===== src/rtl/core/rbw_pkg.sv =====
// rbw_pkg: shared word types and field widths for the ROM block window.
// No dependencies; imported by rom_block_window_lru.
package rbw_pkg;

  localparam int unsigned OffW    = 26;
  localparam int unsigned XLenW   = 21;
  localparam int unsigned SizeW   = 27;
  localparam int unsigned WAddrW  = 20;
  localparam int unsigned SegLenW = 17;
  localparam int unsigned EvBlkW  = 10;
  localparam int unsigned CountW  = 32;

  localparam logic [XLenW-1:0] XferCap = XLenW'(1048576);

  localparam logic FuncLookup = 1'b0;
  localparam logic FuncXfer   = 1'b1;

  typedef struct packed {
    logic             func;
    logic [OffW-1:0]  byte_offset;
    logic [XLenW-1:0] xfer_length;
  } req_t;

  typedef struct packed {
    logic [WAddrW-1:0]  window_addr;
    logic [SegLenW-1:0] seg_length;
    logic               found;
    logic               paged_in;
    logic [EvBlkW-1:0]  evicted_block;
    logic [CountW-1:0]  page_in_total;
    logic               last_segment;
  } rsp_t;

endpackage


===== src/rtl/core/rom_block_window_lru.sv =====
// ROM block window with LRU replacement. Frame table {block, rank} in a sync RAM.
// Streaming segment: setup, a scan of the frame table, a rank update pass over it, then
// the result state; the RAM port serves one entry per cycle. Later segments of a transfer
// skip setup. Lookup hits skip the update. Non-streaming: setup, then the result state
// emits each segment word. Reset: table filled, frame i holding block i at rank i.
// Results appear for one cycle on result_valid_o; the receiver cannot stall.
module rom_block_window_lru #(
  parameter int unsigned BLOCK_BYTES   = 65536,
  parameter int unsigned MAX_BLOCKS    = 1024,
  parameter int unsigned WINDOW_FRAMES = 16
) (
  input  logic                     clk_i,
  input  logic                     rst_ni,
  input  logic                     cfg_we_i,
  input  logic [rbw_pkg::SizeW-1:0] cfg_wdata_i,
  input  logic                     start,
  output logic                     busy,
  input  rbw_pkg::req_t            req_i,
  output logic                     result_valid_o,
  output rbw_pkg::rsp_t            result_o
);
  import rbw_pkg::*;

  localparam int unsigned OB = $clog2(BLOCK_BYTES);
  localparam int unsigned BW = $clog2(MAX_BLOCKS);
  localparam int unsigned FW = (WINDOW_FRAMES > 1) ? $clog2(WINDOW_FRAMES) : 1;
  localparam int unsigned CW = FW + 1;
  localparam int unsigned EW = BW + FW;
  localparam longint unsigned CapBytes = longint'(MAX_BLOCKS) * longint'(BLOCK_BYTES);
  localparam longint unsigned WinBytes = longint'(WINDOW_FRAMES) * longint'(BLOCK_BYTES);

  typedef enum logic [5:0] {
    S_CLEAR = 6'b000001,
    S_IDLE  = 6'b000010,
    S_PREP  = 6'b000100,
    S_SCAN  = 6'b001000,
    S_UPD   = 6'b010000,
    S_EMIT  = 6'b100000
  } state_e;

  state_e state_q, state_d;
  logic [SizeW-1:0] rom_size_q;
  logic [SizeW-1:0] eff;
  logic streaming;

  logic             func_q;
  logic [SizeW-1:0] cur_off_q, cur_off_d;
  logic [XLenW-1:0] rem_q, rem_d;
  logic             nf_q, nf_d;
  logic [CW-1:0]    cnt_q, cnt_d;
  logic [CountW-1:0] pic_q;

  logic             hit_q, hit_d;
  logic [FW-1:0]    hit_idx_q, hit_idx_d;
  logic [FW-1:0]    hit_rank_q, hit_rank_d;
  logic [FW-1:0]    vic_idx_q, vic_idx_d;
  logic [FW-1:0]    vic_rank_q, vic_rank_d;
  logic [BW-1:0]    vic_blk_q, vic_blk_d;
  logic [FW-1:0]    tgt_q, tgt_d;
  logic [FW-1:0]    tgt_rank_q, tgt_rank_d;
  logic             miss_q, miss_d;

  logic [EW-1:0] mem [WINDOW_FRAMES];
  logic [EW-1:0] rd_q;
  logic [FW-1:0] rd_addr;
  logic          mem_we;
  logic [FW-1:0] wr_addr;
  logic [EW-1:0] wr_data;

  logic [FW-1:0] pidx;
  logic [BW-1:0] e_blk;
  logic [FW-1:0] e_rank;
  logic [BW-1:0] blk;
  logic [OB-1:0] inb;
  logic [XLenW-1:0] room, chunk;
  logic [SizeW:0] end_sum;

  logic          res_v_q;
  rsp_t          res_q, res_d;
  logic [CountW-1:0] pic_d;
  logic [63:0]   addr_full;

  // effective ROM size and mode
  always_comb begin
    eff = rom_size_q;
    if (64'(rom_size_q) > CapBytes) begin
      eff = CapBytes[SizeW-1:0];
    end
    streaming = 64'(eff) > WinBytes;
  end

  assign busy = (state_q != S_IDLE);
  assign pidx = FW'(cnt_q - CW'(1));
  assign e_blk = rd_q[EW-1:FW];
  assign e_rank = rd_q[FW-1:0];
  assign blk = BW'(cur_off_q >> OB);
  assign inb = cur_off_q[OB-1:0];
  assign room = XLenW'(BLOCK_BYTES) - XLenW'(inb);
  assign chunk = (room > rem_q) ? rem_q : room;
  assign end_sum = (SizeW+1)'(cur_off_q) + (SizeW+1)'(rem_q);
  assign rd_addr = cnt_q[FW-1:0];

  always_comb begin
    state_d = state_q;
    cur_off_d = cur_off_q;
    rem_d = rem_q;
    nf_d = nf_q;
    cnt_d = cnt_q;
    hit_d = hit_q;
    hit_idx_d = hit_idx_q;
    hit_rank_d = hit_rank_q;
    vic_idx_d = vic_idx_q;
    vic_rank_d = vic_rank_q;
    vic_blk_d = vic_blk_q;
    tgt_d = tgt_q;
    tgt_rank_d = tgt_rank_q;
    miss_d = miss_q;
    mem_we = 1'b0;
    wr_addr = pidx;
    wr_data = rd_q;
    pic_d = pic_q;
    res_d = res_q;
    addr_full = '0;

    unique case (state_q)
      S_CLEAR: begin
        mem_we = 1'b1;
        wr_addr = cnt_q[FW-1:0];
        wr_data = {BW'(cnt_q[FW-1:0]), cnt_q[FW-1:0]};
        cnt_d = cnt_q + CW'(1);
        if (cnt_q == CW'(WINDOW_FRAMES - 1)) begin
          state_d = S_IDLE;
        end
      end
      S_IDLE: begin
        if (start) begin
          state_d = S_PREP;
        end
      end
      S_PREP: begin
        nf_d = 1'b0;
        cnt_d = '0;
        state_d = streaming ? S_SCAN : S_EMIT;
        if (eff == '0) begin
          nf_d = 1'b1;
          state_d = S_EMIT;
        end else if (func_q == FuncLookup) begin
          rem_d = '0;
          if (cur_off_q >= eff) begin
            cur_off_d = eff - SizeW'(1);
          end
        end else if (cur_off_q >= eff || rem_q == '0) begin
          nf_d = 1'b1;
          state_d = S_EMIT;
        end else if (end_sum > (SizeW+1)'(eff)) begin
          rem_d = XLenW'(eff - cur_off_q);
        end
      end
      S_SCAN: begin
        cnt_d = cnt_q + CW'(1);
        if (cnt_q != '0) begin
          if (cnt_q == CW'(1)) begin
            hit_d = 1'b0;
            vic_idx_d = '0;
            vic_rank_d = e_rank;
            vic_blk_d = e_blk;
          end else if (e_rank > vic_rank_q) begin
            vic_idx_d = pidx;
            vic_rank_d = e_rank;
            vic_blk_d = e_blk;
          end
          if (e_blk == blk && !(cnt_q != CW'(1) && hit_q)) begin
            hit_d = 1'b1;
            hit_idx_d = pidx;
            hit_rank_d = e_rank;
          end
          if (cnt_q == CW'(WINDOW_FRAMES)) begin
            cnt_d = '0;
            miss_d = !hit_d;
            tgt_d = hit_d ? hit_idx_d : vic_idx_d;
            tgt_rank_d = hit_d ? hit_rank_d : vic_rank_d;
            state_d = (hit_d && func_q == FuncLookup) ? S_EMIT : S_UPD;
          end
        end
      end
      S_UPD: begin
        cnt_d = cnt_q + CW'(1);
        if (cnt_q != '0) begin
          mem_we = 1'b1;
          if (pidx == tgt_q) begin
            wr_data = {blk, FW'(0)};
          end else if (e_rank < tgt_rank_q) begin
            wr_data = {e_blk, e_rank + FW'(1)};
          end
          if (cnt_q == CW'(WINDOW_FRAMES)) begin
            cnt_d = '0;
            state_d = S_EMIT;
          end
        end
      end
      S_EMIT: begin
        res_d = '0;
        res_d.page_in_total = pic_q;
        res_d.last_segment = 1'b1;
        state_d = S_IDLE;
        if (!nf_q) begin
          res_d.found = 1'b1;
          if (streaming) begin
            addr_full = (64'(tgt_q) << OB) | 64'(inb);
            res_d.window_addr = addr_full[WAddrW-1:0];
            if (miss_q) begin
              pic_d = pic_q + CountW'(1);
              res_d.paged_in = 1'b1;
              res_d.evicted_block = EvBlkW'(vic_blk_q);
              res_d.page_in_total = pic_d;
            end
          end else begin
            res_d.window_addr = cur_off_q[WAddrW-1:0];
          end
          if (func_q == FuncXfer) begin
            res_d.seg_length = chunk[SegLenW-1:0];
            rem_d = rem_q - chunk;
            cur_off_d = cur_off_q + SizeW'(chunk);
            if (rem_d != '0) begin
              res_d.last_segment = 1'b0;
              state_d = streaming ? S_SCAN : S_EMIT;
            end
          end
        end
      end
      default: state_d = S_IDLE;
    endcase

    if (state_q == S_IDLE && start) begin
      cur_off_d = SizeW'(req_i.byte_offset);
      rem_d = (req_i.xfer_length > XferCap) ? XferCap : req_i.xfer_length;
    end
  end

  always_ff @(posedge clk_i or negedge rst_ni) begin
    if (!rst_ni) begin
      state_q <= S_CLEAR;
      cnt_q <= '0;
      rom_size_q <= '0;
      pic_q <= '0;
      res_v_q <= 1'b0;
    end else begin
      state_q <= state_d;
      cnt_q <= cnt_d;
      pic_q <= pic_d;
      res_v_q <= (state_q == S_EMIT);
      if (cfg_we_i) begin
        rom_size_q <= cfg_wdata_i;
      end
    end
  end

  always_ff @(posedge clk_i) begin
    if (state_q == S_IDLE && start) begin
      func_q <= req_i.func;
    end
    cur_off_q <= cur_off_d;
    rem_q <= rem_d;
    nf_q <= nf_d;
    hit_q <= hit_d;
    hit_idx_q <= hit_idx_d;
    hit_rank_q <= hit_rank_d;
    vic_idx_q <= vic_idx_d;
    vic_rank_q <= vic_rank_d;
    vic_blk_q <= vic_blk_d;
    tgt_q <= tgt_d;
    tgt_rank_q <= tgt_rank_d;
    miss_q <= miss_d;
    res_q <= res_d;
  end

  // frame table RAM, registered read
  always_ff @(posedge clk_i) begin
    if (mem_we) begin
      mem[wr_addr] <= wr_data;
    end
    rd_q <= mem[rd_addr];
  end

  assign result_valid_o = res_v_q;
  assign result_o = res_q;

  a_paged_found: assert property (@(posedge clk_i) disable iff (!rst_ni)
    result_valid_o && result_o.paged_in |-> result_o.found)
    else $error("page-in reported on a word without a valid address");

  a_count_sync: assert property (@(posedge clk_i) disable iff (!rst_ni)
    result_valid_o |-> result_o.page_in_total == pic_q)
    else $error("page-in total out of step with counter");

  a_accept_busy: assert property (@(posedge clk_i) disable iff (!rst_ni)
    start && !busy |=> busy)
    else $error("busy not raised after accept");

  a_we_state: assert property (@(posedge clk_i) disable iff (!rst_ni)
    mem_we |-> (state_q == S_CLEAR || state_q == S_UPD))
    else $error("frame table written outside fill or update");

endmodule


===== config.mk =====
export PLATFORM = sky130hd
export DESIGN_NAME = rom_block_window_lru
export DESIGN_NICKNAME = d
export VERILOG_FILES = /design/src/rtl/core/rbw_pkg.sv /design/src/rtl/core/rom_block_window_lru.sv
export SDC_FILE = /design/constraint.sdc
export NUM_CORES = 1
export LEC_CHECK = 0
export ABC_AREA = 0
export BUFFER_PORTS_ARGS = -buffer_cell sky130_fd_sc_hd__buf_2
export CORE_MARGIN = 2
export CORE_UTILIZATION = 50
export CTS_CLUSTER_DIAMETER = 120
export DETAILED_ROUTE_END_ITERATION = 12
export GPL_TIMING_DRIVEN = 0
export PLACE_DENSITY = 0.68
export SLEW_MARGIN = 0
export SYNTH_ARGS = -nofsm -noshare
export SYNTH_HDL_FRONTEND = slang
export SYNTH_SLANG_ARGS = --single-unit

===== constraint.sdc =====
create_clock -name clk_i -period 7 [get_ports clk_i]
set_input_delay 0.7 -clock clk_i [delete_from_list [all_inputs] [get_ports clk_i]]
set_output_delay 0.7 -clock clk_i [all_outputs]
set_load 0.005 [all_outputs]

# [After elaboration in Yosys (flattened, before gate mapping)]
# Memory sizes are Yosys's and may differ from the RTL's. A register that Yosys moved wholly into a read port is not among the register bits.
# Cells that the tools add are included.
# W data, S select, Z words.
[classes] n_addsub=10 order_cmp=8 eq_ne=31 mux=67 bitwise_logic=5 n_reduce_logical=27
[op_table] cell="$mux W21" count=9
[op_table] cell="$mux W27" count=6
[op_table] cell="$mux W43" count=2
[op_table] cell="$mux W6" count=14
[op_table] cell="$pmux W27 S2" count=1
[op_table] cell="$mux W45" count=1
[op_table] cell="$pmux W21 S2" count=1
[op_table] cell="$sub A21 B21 Y21" count=2
[op_table] cell="$mux W4" count=10
[op_table] cell="$pmux W6 S6" count=1
[op_table] cell="$add A32 B1 Y32 const B" count=1
[op_table] cell="$add A27 B21 Y28" count=1
[op_table] cell="$gt A28 B27 Y1" count=1
[op_table] cell="$mux W14" count=2
[op_table] cell="$pmux W14 S2" count=1
[op_table] cell="$add A27 B21 Y27" count=1
[op_table] cell="$ge A27 B27 Y1" count=1
[op_table] cell="$gt A27 B21 Y1 const B" count=1
[op_table] cell="$gt A27 B27 Y1 const B" count=1
[op_table] cell="$logic_not A27 Y1" count=1
[op_table] cell="$sub A27 B1 Y27 const B" count=1
[op_table] cell="$mux W26" count=1
[op_table] cell="$reduce_and A6 Y1" count=4
[op_table] cell="$ne A2 B2 Y1 const B" count=11
[op_table] cell="44 further kinds" count=73
[word_totals] reg_bits=239 mem_bits_rw=224 input_bits=79 memories=1
[mem_list] memory="mem" depth=16 width=14 rd=1 rd_clocked_by_memory_dff=1 write_ports=1 line_no="rom_block_window_lru.sv:63" text="logic [EW-1:0] mem [WINDOW_FRAMES];"

# [Depth between registers and ports, before layout]
# Gate-level depths: netlist of run 1.
[depth] ltp_word=12 ltp_mapped=29 ltp_nobuf=29

# [Worst setup path after synthesis of run 1]
# Ideal clock, no wire load.
[synth_path] path_type="reg2reg" startpoint="reg cur_off_q[1]" endpoint="reg cur_off_q[21], data pin" setup_time_ns=0.389 t_arrival_ns=6.010 required_ns=6.611 slack_ns=0.601 stages_incl_launch_ff=30 synth_period_minus_slack_ns=6.399 cell_sequence="edfxtp_1 -> inv_1 -> ha_1 -> nand2_1 -> nor3_1 -> nand2_1 -> or4_1 -> nor3_1 -> xnor2_1 -> ha_1 -> a21o_1 -> a21o_1 -> a21oi_1 -> o41ai_1 -> o21ai_1 -> clkbuf_1 -> nor2_1 -> a21oi_1 -> inv_1 -> ha_1 -> a21o_1 -> a21oi_1 -> o21ai_0 -> a41oi_1 -> a21oi_1 -> a221oi_1 -> o21bai_1 -> a21oi_1 -> xor2_1 -> a21oi_1"
[synth_between] elab_chain_cells=8
[synth_lines] item="start, declared" line_no="rom_block_window_lru.sv:47" text="logic [SizeW-1:0] cur_off_q, cur_off_d;"
[synth_lines] item="start signal, assigned" line_no="rom_block_window_lru.sv:262" text="cur_off_q <= cur_off_d;"
[synth_lines] item="$sub A17 B16 Y18 (*)" line_no="rom_block_window_lru.sv:98" text="assign room = XLenW'(BLOCK_BYTES) - XLenW'(inb);"
[synth_lines] item="$gt A21 B21 Y1" line_no="rom_block_window_lru.sv:99" text="assign chunk = (room > rem_q) ? rem_q : room;"
[synth_lines] item="$mux W21 (*)" line_no="rom_block_window_lru.sv:99"
[synth_lines] item="named net chunk[1]" line_no="rom_block_window_lru.sv:75" text="logic [XLenW-1:0] room, chunk;"
[synth_lines] item="$add A27 B21 Y27 (*)" line_no="rom_block_window_lru.sv:223" text="cur_off_d = cur_off_q + SizeW'(chunk);"
[synth_lines] item="$mux W27 (*)" line_no="rom_block_window_lru.sv:220" text="if (func_q == FuncXfer) begin"
[synth_lines] item="$mux W27 (*)" line_no="rom_block_window_lru.sv:206" text="if (!nf_q) begin"
[synth_lines] item="$pmux W27 S2 (*)" line_no="rom_block_window_lru.sv:125" text="unique case (state_q)"
[synth_lines] item="$mux W26 (*)" line_no="rom_block_window_lru.sv:234" text="if (state_q == S_IDLE && start) begin"
[synth_lines] item="named net cur_off_d[21]" line_no="rom_block_window_lru.sv:47"
# The timed path passes the listed nets; every way through them passes the cells marked *. The select of a mux whose other input is x is not followed.
# A chain may end at the register's enable or synchronous reset.

# [Worst setup path in the final report of run 1]
[layout_path] startpoint="reg cur_off_q[5]" endpoint="reg state_q[5]"
[layout_between] elab_chain_cells=9
[layout_lines] item="$sub A17 B16 Y18" line_no="rom_block_window_lru.sv:98"
[layout_lines] item="$gt A21 B21 Y1" line_no="rom_block_window_lru.sv:99"
[layout_lines] item="$mux W21" line_no="rom_block_window_lru.sv:99"
[layout_lines] item="named net chunk[0]" line_no="rom_block_window_lru.sv:75"
[layout_lines] item="$sub A21 B21 Y21" line_no="rom_block_window_lru.sv:222" text="rem_d = rem_q - chunk;"
[layout_lines] item="$reduce_bool A21 Y1" line_no="rom_block_window_lru.sv:224" text="if (rem_d != '0) begin"
[layout_lines] item="$mux W6" line_no="rom_block_window_lru.sv:224"
[layout_lines] item="$mux W6" line_no="rom_block_window_lru.sv:220"
[layout_lines] item="$mux W6" line_no="rom_block_window_lru.sv:206"
[layout_lines] item="$pmux W6 S6" line_no="rom_block_window_lru.sv:125"
[layout_lines] item="end signal, assigned" line_no="rom_block_window_lru.sv:248" text="state_q <= state_d;"
[layout_lines] item="end, declared" line_no="rom_block_window_lru.sv:41" text="state_e state_q, state_d;"
# The timed path passes the listed nets, and every way through them passes these cells.

==> flow_metrics.py, run 1 <==
metrics = {
    "cells_and_area": {
        "fin_nets": 2749,
        "final_cell_mix": "edfxtp_1 (391), nor2_1 (186), ha_1 (166), nand2_1 (165), buf_2 (165)",
        "layout-drive-gt1-share": 0.190,
        "final_common_cell": "edfxtp_1",
        "n_antenna_cell": 0,
        "fin_util": 0.584,
        "area_growth_syn_to_layout_pct": 16.0,
    },
    "timing": {
        "worst_clock_skew_ns": 0.0382,
        "max_freq_mhz": 148,
        "min_period_over_period": 0.962,
        "slew_violations": 0,
        "finalHoldViolCount": 0,
        "worst_slew_pin_slew_ns": 1.38,
        "relSlewSlack": 0.0708,
        "period_minus_slack_ns": 6.74,
        "setup_viol": 0,
    },
    "grt": {
        "antenna_found_initial": 0,
        "grt_max_degree": 61,
        "grt_pass1_vias": 19000,
        "grt.total_usage": 0.278,
        "grt_overflow_total": 0,
        "grt_pass1_wl_um": 114000,
    },
    "placement": {
        "post-dp-hpwl_um": 57200,
        "numPortBuffers": 161,
        "gp_congestion": 0.955,
    },
    "die": {
        "coreArea_um2": 52400,
        "die_h_um": 234,
        "die_w_um": 234,
        "die_area_um2": 54700,
        "initial_core_util": 0.504,
        "io_pins": 163,
        "rows": 84,
    },
    "power_and_ir_drop": {
        "power_mw": 13.3,
        "p_sw_frac": 0.408,
        "power.internal_mw": 7.88,
        "p_per_area_nw_per_um2": 435,
        "p_leak_nw": 11.9,
        "switchingPower_mw": 5.44,
        "seqPwrFrac": 0.302,
        "clock_power_share": 0.212,
        "p_comb_frac": 0.486,
        "vdd_drop_max_mv": 0.256,
    },
    "detailed_routing": {
        "drc_errors": 0,
        "drt_iter0_markers": 1769,
        "routed_via_density": 6.01,
        "first_pass_iters": 7,
        "wl_um": 76100,
        "wl_per_cell_um": 23.6,
        "ant_nets": 0,
        "via_count": 19400,
    },
    "setup_path": {
        "cp_slowest_cell": "or4_4",
        "cp.depth": 28,
        "endpoint": "state_q[5]",
        "critical_path_class": "reg2reg",
        "worst-r2r-cell-count": 28,
        "crit_fanout": 3,
        "critPathArrivalTime_ns": 7.21,
        "crit_start": "cur_off_q[5]",
        "r2r-start": "cur_off_q[5]",
        "cp_top_family": "simple AND/OR/NAND/NOR gates",
        "worst-path-buf-inv": 4,
        "r2r-end": "state_q[5]",
        "critPathRequiredTime_ns": 7.47,
        "end_kind": "flop",
        "start_kind": "flop",
        "critPathMaxStageDelay_ns": 0.56,
        "r2r_slack_ns": 0.26,
    },
    "cts": {
        "cts_root_buffer": "clkbuf_16",
        "cts.sinks": 477,
        "clock_path_buffers": 3,
        "numCtsBuffers": 52,
        "path_clk_slew_ns": 0.06,
        "clock_latency_ns": 0.63,
        "htree_levels": 2,
        "cts_tree": "yes",
    },
    "hold_path": {
        "hold_class": "in2reg",
    },
    "yosys": {
        "synthArstFlopShare": 0.149,
        "synthFlopType": "edfxtp_1",
        "synth-edff-count": 391,
        "synthCells": 2245,
        "yosysTopAreaCell": "edfxtp_1",
        "ys_top_cells_by_area": "edfxtp_1 (44%), ha_1 (8.0%), dfrtp_1 (6.6%)",
        "yosysSeqAreaShare": 0.523,
        "synthDistinctLibCells": 83,
        "syn_avg_cell_area_um2": 11.8,
        "synth_warnings": 0,
        "synth_area_um2": 26400,
        "synth_top_cell_area_share": 0.444,
        "synth_seq_cells": 477,
    },
    "run": {
        "maxCapViolations": 0,
    },
    "outcome": {
        "status": "complete, no violations",
    },
}
## worst min path at each step
stage,startpoint,end,slack (ns),cells after the start
3_3_place_gp,rd_q[10],vic_blk_q[6],0.47,0
6_report,cfg_wdata_i[5],rom_size_q[5],0.32,2
5_1_grt,cfg_wdata_i[5],rom_size_q[5],0.32,2
4_1_cts,cfg_wdata_i[5],rom_size_q[5],0.30,2
3_5_place_dp,rd_q[10],vic_blk_q[6],0.47,0
2_1_floorplan,rst_ni,cnt_q[0],0.40,0
## registers in the layout (all words and copies together), names as in the netlist, 4 cells and up
register    flops
rd_q           14
mem           224
result_o       82
vic_idx_q       4
pic_q          32
rem_q          21
cnt_q           5
hit_idx_q       4
vic_rank_q      4
vic_blk_q      10
cur_off_q      27
tgt_q           4
hit_rank_q      4
rom_size_q     27
state_q         6
tgt_rank_q      4
## metrics by stage
stage	instance area, µm²	cells	TNS [ns]	hold slack [ns]	setup WS [ns]
3_5_place_dp	28500	3117	-19.33	0.465	-1.19
3_3_place_gp	28100	3097	-20.40	0.471	-1.17
2_1_floorplan	26400	2248	0	0.404	0.601
4_1_cts	30400	3226	-0.00259	0.300	-0.00259
5_1_grt	30600	3230	-0.147	0.316	-0.0547
6_report	30600	3230	0	0.323	0.264
## cells by family after synthesis
group	share of synthesized area
simple gates	0.117
fa+ha+maj	0.0826
xor+xnor	0.0610
flops	0.523
other cells	0.000142
mux	0.0757
buf+inv	0.0275
compound gates	0.114
## metal layers
layer  part of all wire  routed length (µm)  track usage  up-vias
li1                   -                   -            -     8890
met1               0.40               30500        0.356     9664
met2               0.49               37300        0.470      701
met3              0.065                4980       0.0423      170
met4              0.044                3370        0.119        0
met5                  0                   0            0        -
## synthesized netlist by cell type (all sizes together) (11+ instances only)
master  instances
edfxtp        391
nand2b         18
o21bai         13
and2           18
a21oi         138
mux4           70
nand4          31
and3           26
buf            14
or2            11
clkbuf         60
nor2b          18
a22oi          12
xnor2         124
nand2         167
mux2           34
dfrtp          70
o21a           18
nor2          203
ha            168
o21ai         103
nor4           23
o22ai          20
a22o           13
inv           117
xor2           60
a21o           54
nor3           50
dfxtp          15
nand3          42
or4            11
## power groups by stage
stage	clock network (mW)	registers [mW]	logic [mW]
floorplan	0	3.89	4.50
global placement	0	4.07	5.88
detailed placement	0	4.07	6.07
CTS	2.87	4.00	6.24
global route	2.98	4.04	7.08
finish	2.83	4.02	6.47
## final cells by class
class                           count  area, µm²
Tap cell                          688        861
Clock buffer                       64       1400
Multi-Input combinational cell   1580      12200
Clock inverter                     34        394
Timing Repair Buffer              196       1230
Inverter                          117        439
Fill cell                        4272      21800
Buffer                             74        314
Sequential cell                   477      13800
## what timing repair did
item                                    CTS  global route
gates resized for setup                  23            44
endpoints found under the setup margin   34            24
buffers inserted                         10             4
pin swaps                                 3            15
hold endpoints to repair                 10             0
hold buffers                              1             0
No activity file was read; power rests on OpenSTA's default activity.
==> run 2, diff against run 1 <==
--- a/config.mk
+++ b/config.mk
@@ -5,14 +5,15 @@
 export SDC_FILE = /design/constraint.sdc
 export NUM_CORES = 1
 export LEC_CHECK = 0
-export ABC_AREA = 0
+export ABC_AREA = 1
 export BUFFER_PORTS_ARGS = -buffer_cell sky130_fd_sc_hd__buf_2
 export CORE_MARGIN = 2
 export CORE_UTILIZATION = 50
+export CTS_BUF_LIST = sky130_fd_sc_hd__clkbuf_2 sky130_fd_sc_hd__clkbuf_4 sky130_fd_sc_hd__clkbuf_8
 export CTS_CLUSTER_DIAMETER = 120
 export DETAILED_ROUTE_END_ITERATION = 12
 export GPL_TIMING_DRIVEN = 0
-export PLACE_DENSITY = 0.68
+export PLACE_DENSITY = 0.67
 export SLEW_MARGIN = 0
 export SYNTH_ARGS = -nofsm -noshare
 export SYNTH_HDL_FRONTEND = slang
==> flow_metrics.py, run 2 <==
metrics = {
    "power_and_ir_drop": {
        "p_leak_nw": 14.1,
        "p_per_area_nw_per_um2": 465,
        "vdd_drop_max_mv": 0.236,
        "p_comb_frac": 0.544,
        "switchingPower_mw": 7.44,
        "clock_power_share": 0.179,
        "p_sw_frac": 0.491,
        "power.internal_mw": 7.71,
        "seqPwrFrac": 0.278,
    },
    "cells_and_area": {
        "layout-drive-gt1-share": 0.112,
        "fin_nets": 3914,
        "largest_reg_flops": 224,
        "area_growth_syn_to_layout_pct": 13.3,
        "fin_util": 0.576,
        "final_common_cell": "nand2_1",
        "top_register": "mem",
        "final_cell_mix": "nand2_1 (746), inv_1 (393), edfxtp_1 (391), nor2_1 (369), o21ai_0 (305)",
    },
    "timing": {
        "relSlewSlack": 0.0958,
        "min_period_over_period": 0.943,
        "finalHoldViolCount": 0,
        "rsz0062_at_grt": "no",
        "worst_clock_skew_ns": 0.0207,
        "worst_slew_pin_slew_ns": 1.35,
        "finalSetupTns_ns": 0,
        "holdWs_ns": 0.213,
        "setup_viol": 0,
        "slew_violations": 0,
        "period_minus_slack_ns": 6.60,
        "max_freq_mhz": 151,
    },
    "cts": {
        "path_clk_slew_ns": 0.06,
        "postCtsSetupBuffers": 0,
        "htree_levels": 3,
        "cts_root_buffer": "clkbuf_8",
        "clock_latency_ns": 0.70,
        "clock_path_buffers": 3,
        "cts_tree": "yes",
        "cts.sinks": 477,
        "numCtsBuffers": 83,
    },
    "setup_path": {
        "critPathMostFrequentCell": "nand2_1",
        "critPathMaxStageDelay_ns": 0.58,
        "critPathArrivalTime_ns": 7.05,
        "critPathRequiredTime_ns": 7.45,
        "r2r-start": "cur_off_q[0]",
        "crit_fanout": 10,
        "worst-r2r-cell-count": 34,
        "cp_slowest_cell": "o21ai_1",
        "crit_start": "cur_off_q[0]",
        "r2r-end": "cur_off_q[25]",
        "end_kind": "flop",
        "critical_path_class": "reg2reg",
        "start_kind": "flop",
        "r2r_slack_ns": 0.40,
    },
    "grt": {
        "grt.total_usage": 0.327,
        "grt_overflow_total": 0,
        "grt_pass1_wl_um": 146000,
        "antenna_found_initial": 1,
        "grt_pass1_vias": 23700,
        "grt_max_degree": 48,
    },
    "yosys": {
        "synth-edff-count": 391,
        "yosysTopAreaCell": "edfxtp_1",
        "synthArstFlopShare": 0.149,
        "synthCells": 3397,
        "synthFlopType": "edfxtp_1",
        "ys_top_cells_by_area": "edfxtp_1 (41%), nand2_1 (9.7%), ha_1 (7.3%)",
        "synth_warnings": 0,
        "synth_area_um2": 28800,
        "synth_top_cell_area_share": 0.408,
        "synthDistinctLibCells": 60,
        "synth_seq_cells": 477,
        "synth.most_common_cell": "nand2_1",
        "syn_avg_cell_area_um2": 8.47,
        "yosysSeqAreaShare": 0.480,
        "synth_commonest_cells": "nand2_1 (746), inv_1 (394), edfxtp_1 (391)",
    },
    "outcome": {
        "status": "complete, no violations",
    },
    "detailed_routing": {
        "via_count": 25900,
        "drt_iter0_markers": 2890,
        "routed_via_density": 5.77,
        "wl_um": 98500,
        "first_pass_iters": 6,
        "wl_per_cell_um": 22.0,
        "ant_nets": 0,
        "drc_errors": 0,
    },
    "run": {
        "maxCapViolations": 0,
    },
    "die": {
        "die_w_um": 244,
        "initial_core_util": 0.508,
        "die_area_um2": 59500,
        "die_h_um": 244,
        "coreArea_um2": 56600,
        "io_pins": 163,
        "rows": 87,
    },
    "hold_path": {
        "hold_class": "in2reg",
        "hold_start": "cfg_wdata_i[3]",
        "hold_depth": 3,
        "hold_end": "rom_size_q[3]",
    },
    "placement": {
        "gp_congestion": 1.01,
        "numPortBuffers": 161,
        "post-dp-hpwl_um": 75700,
    },
}
[run 2: cell count changes after synthesis, moves of 26 or more]
cell,change
mux2_2,-27
inv_1,+278
mux4_2,-70
xnor2_1,-107
a21oi_1,+32
nand2_1,+580
and3_1,-26
a21o_1,-46
nor2_1,+173
o22ai_1,+47
nand4_1,+39
o21ai_0,+221
nand3_1,+126
[run 2: worst max-delay path: cells and delay by family (launching register included)]
family,cells,cell delay (ns)
and+or+nand+nor,22,3.02
AOI/OAI and AO/OA,4,1.12
adders and majority gates,3,0.94
buffers and inverters,5,0.79
DFF,1,0.49
[run 2: routing by layer]
| layer | share of wire | vias to the layer above | GRT usage |
|---|---|---|---|
| met5 | 0 | - | 0 |
| met4 | 0.027 | 0 | 0.0933 |
| met3 | 0.10 | 165 | 0.0572 |
| li1 | - | 12200 | - |
| met2 | 0.44 | 1294 | 0.492 |
| met1 | 0.43 | 12300 | 0.483 |
[run 2: worst max-delay path by stage]
stage | end | cells past startpoint
CTS | state_q[1] | 32
detailed placement | state_q[1] | 32
finish | cur_off_q[25] | 34
floorplan | state_q[3] | 35
global placement | state_q[1] | 32
global route | state_q[1] | 33
[run 2: cells by family (layout without fill, tap and decap cells)]
family | count (synthesis) | after routing | synth area share
adders and majority gates | 172 | 172 | 0.0758
and+or+nand+nor | 1472 | 1472 | 0.217
buffers and inverters | 499 | 826 | 0.0672
AOI/OAI and AO/OA | 670 | 670 | 0.127
xor gates and xnor gates | 99 | 99 | 0.0301
muxes | 7 | 7 | 0.00274
other | 1 | 5 | 0.000130
DFF | 477 | 477 | 0.480
[run 2: layout make-up]
type,instances,area (µm²)
inverters,403,1510
fillers,5316,24000
plain buffers,96,429
well taps,756,946
multi-input cells,2424,13200
diodes,1,2.50
clock buffers,109,1340
clock inverters,40,372
repair buffers,178,1020
flip-flops and latches,477,13800
[run 2: power groups by stage]
stage,sequential [mW],clock (mW),combinational [mW]
floorplan,3.97,0,5.41
global placement,4.25,0,7.76
detailed placement,4.23,0,7.91
CTS,4.17,2.74,7.96
global route,4.21,2.87,9.06
finish,4.21,2.71,8.24
[run 2: stage by stage]
stage               std cells  setup slack (ns)  instance area [µm²]  total power [mW]
floorplan                3400              1.77                28800              9.38
finish                   4484             0.398                32600              15.2
global placement         4317             0.122                30500              12.0
CTS                      4480            0.0832                32500              14.9
global route             4484           0.00363                32600              16.1
detailed placement       4330             0.160                30800              12.1
[run 2: what timing repair did]
item                                    in CTS  in global routing
endpoints found under the setup margin       0                 13
resized for setup                            0                 29
hold buffers                                 1                  0
hold endpoints to repair                    30                  0
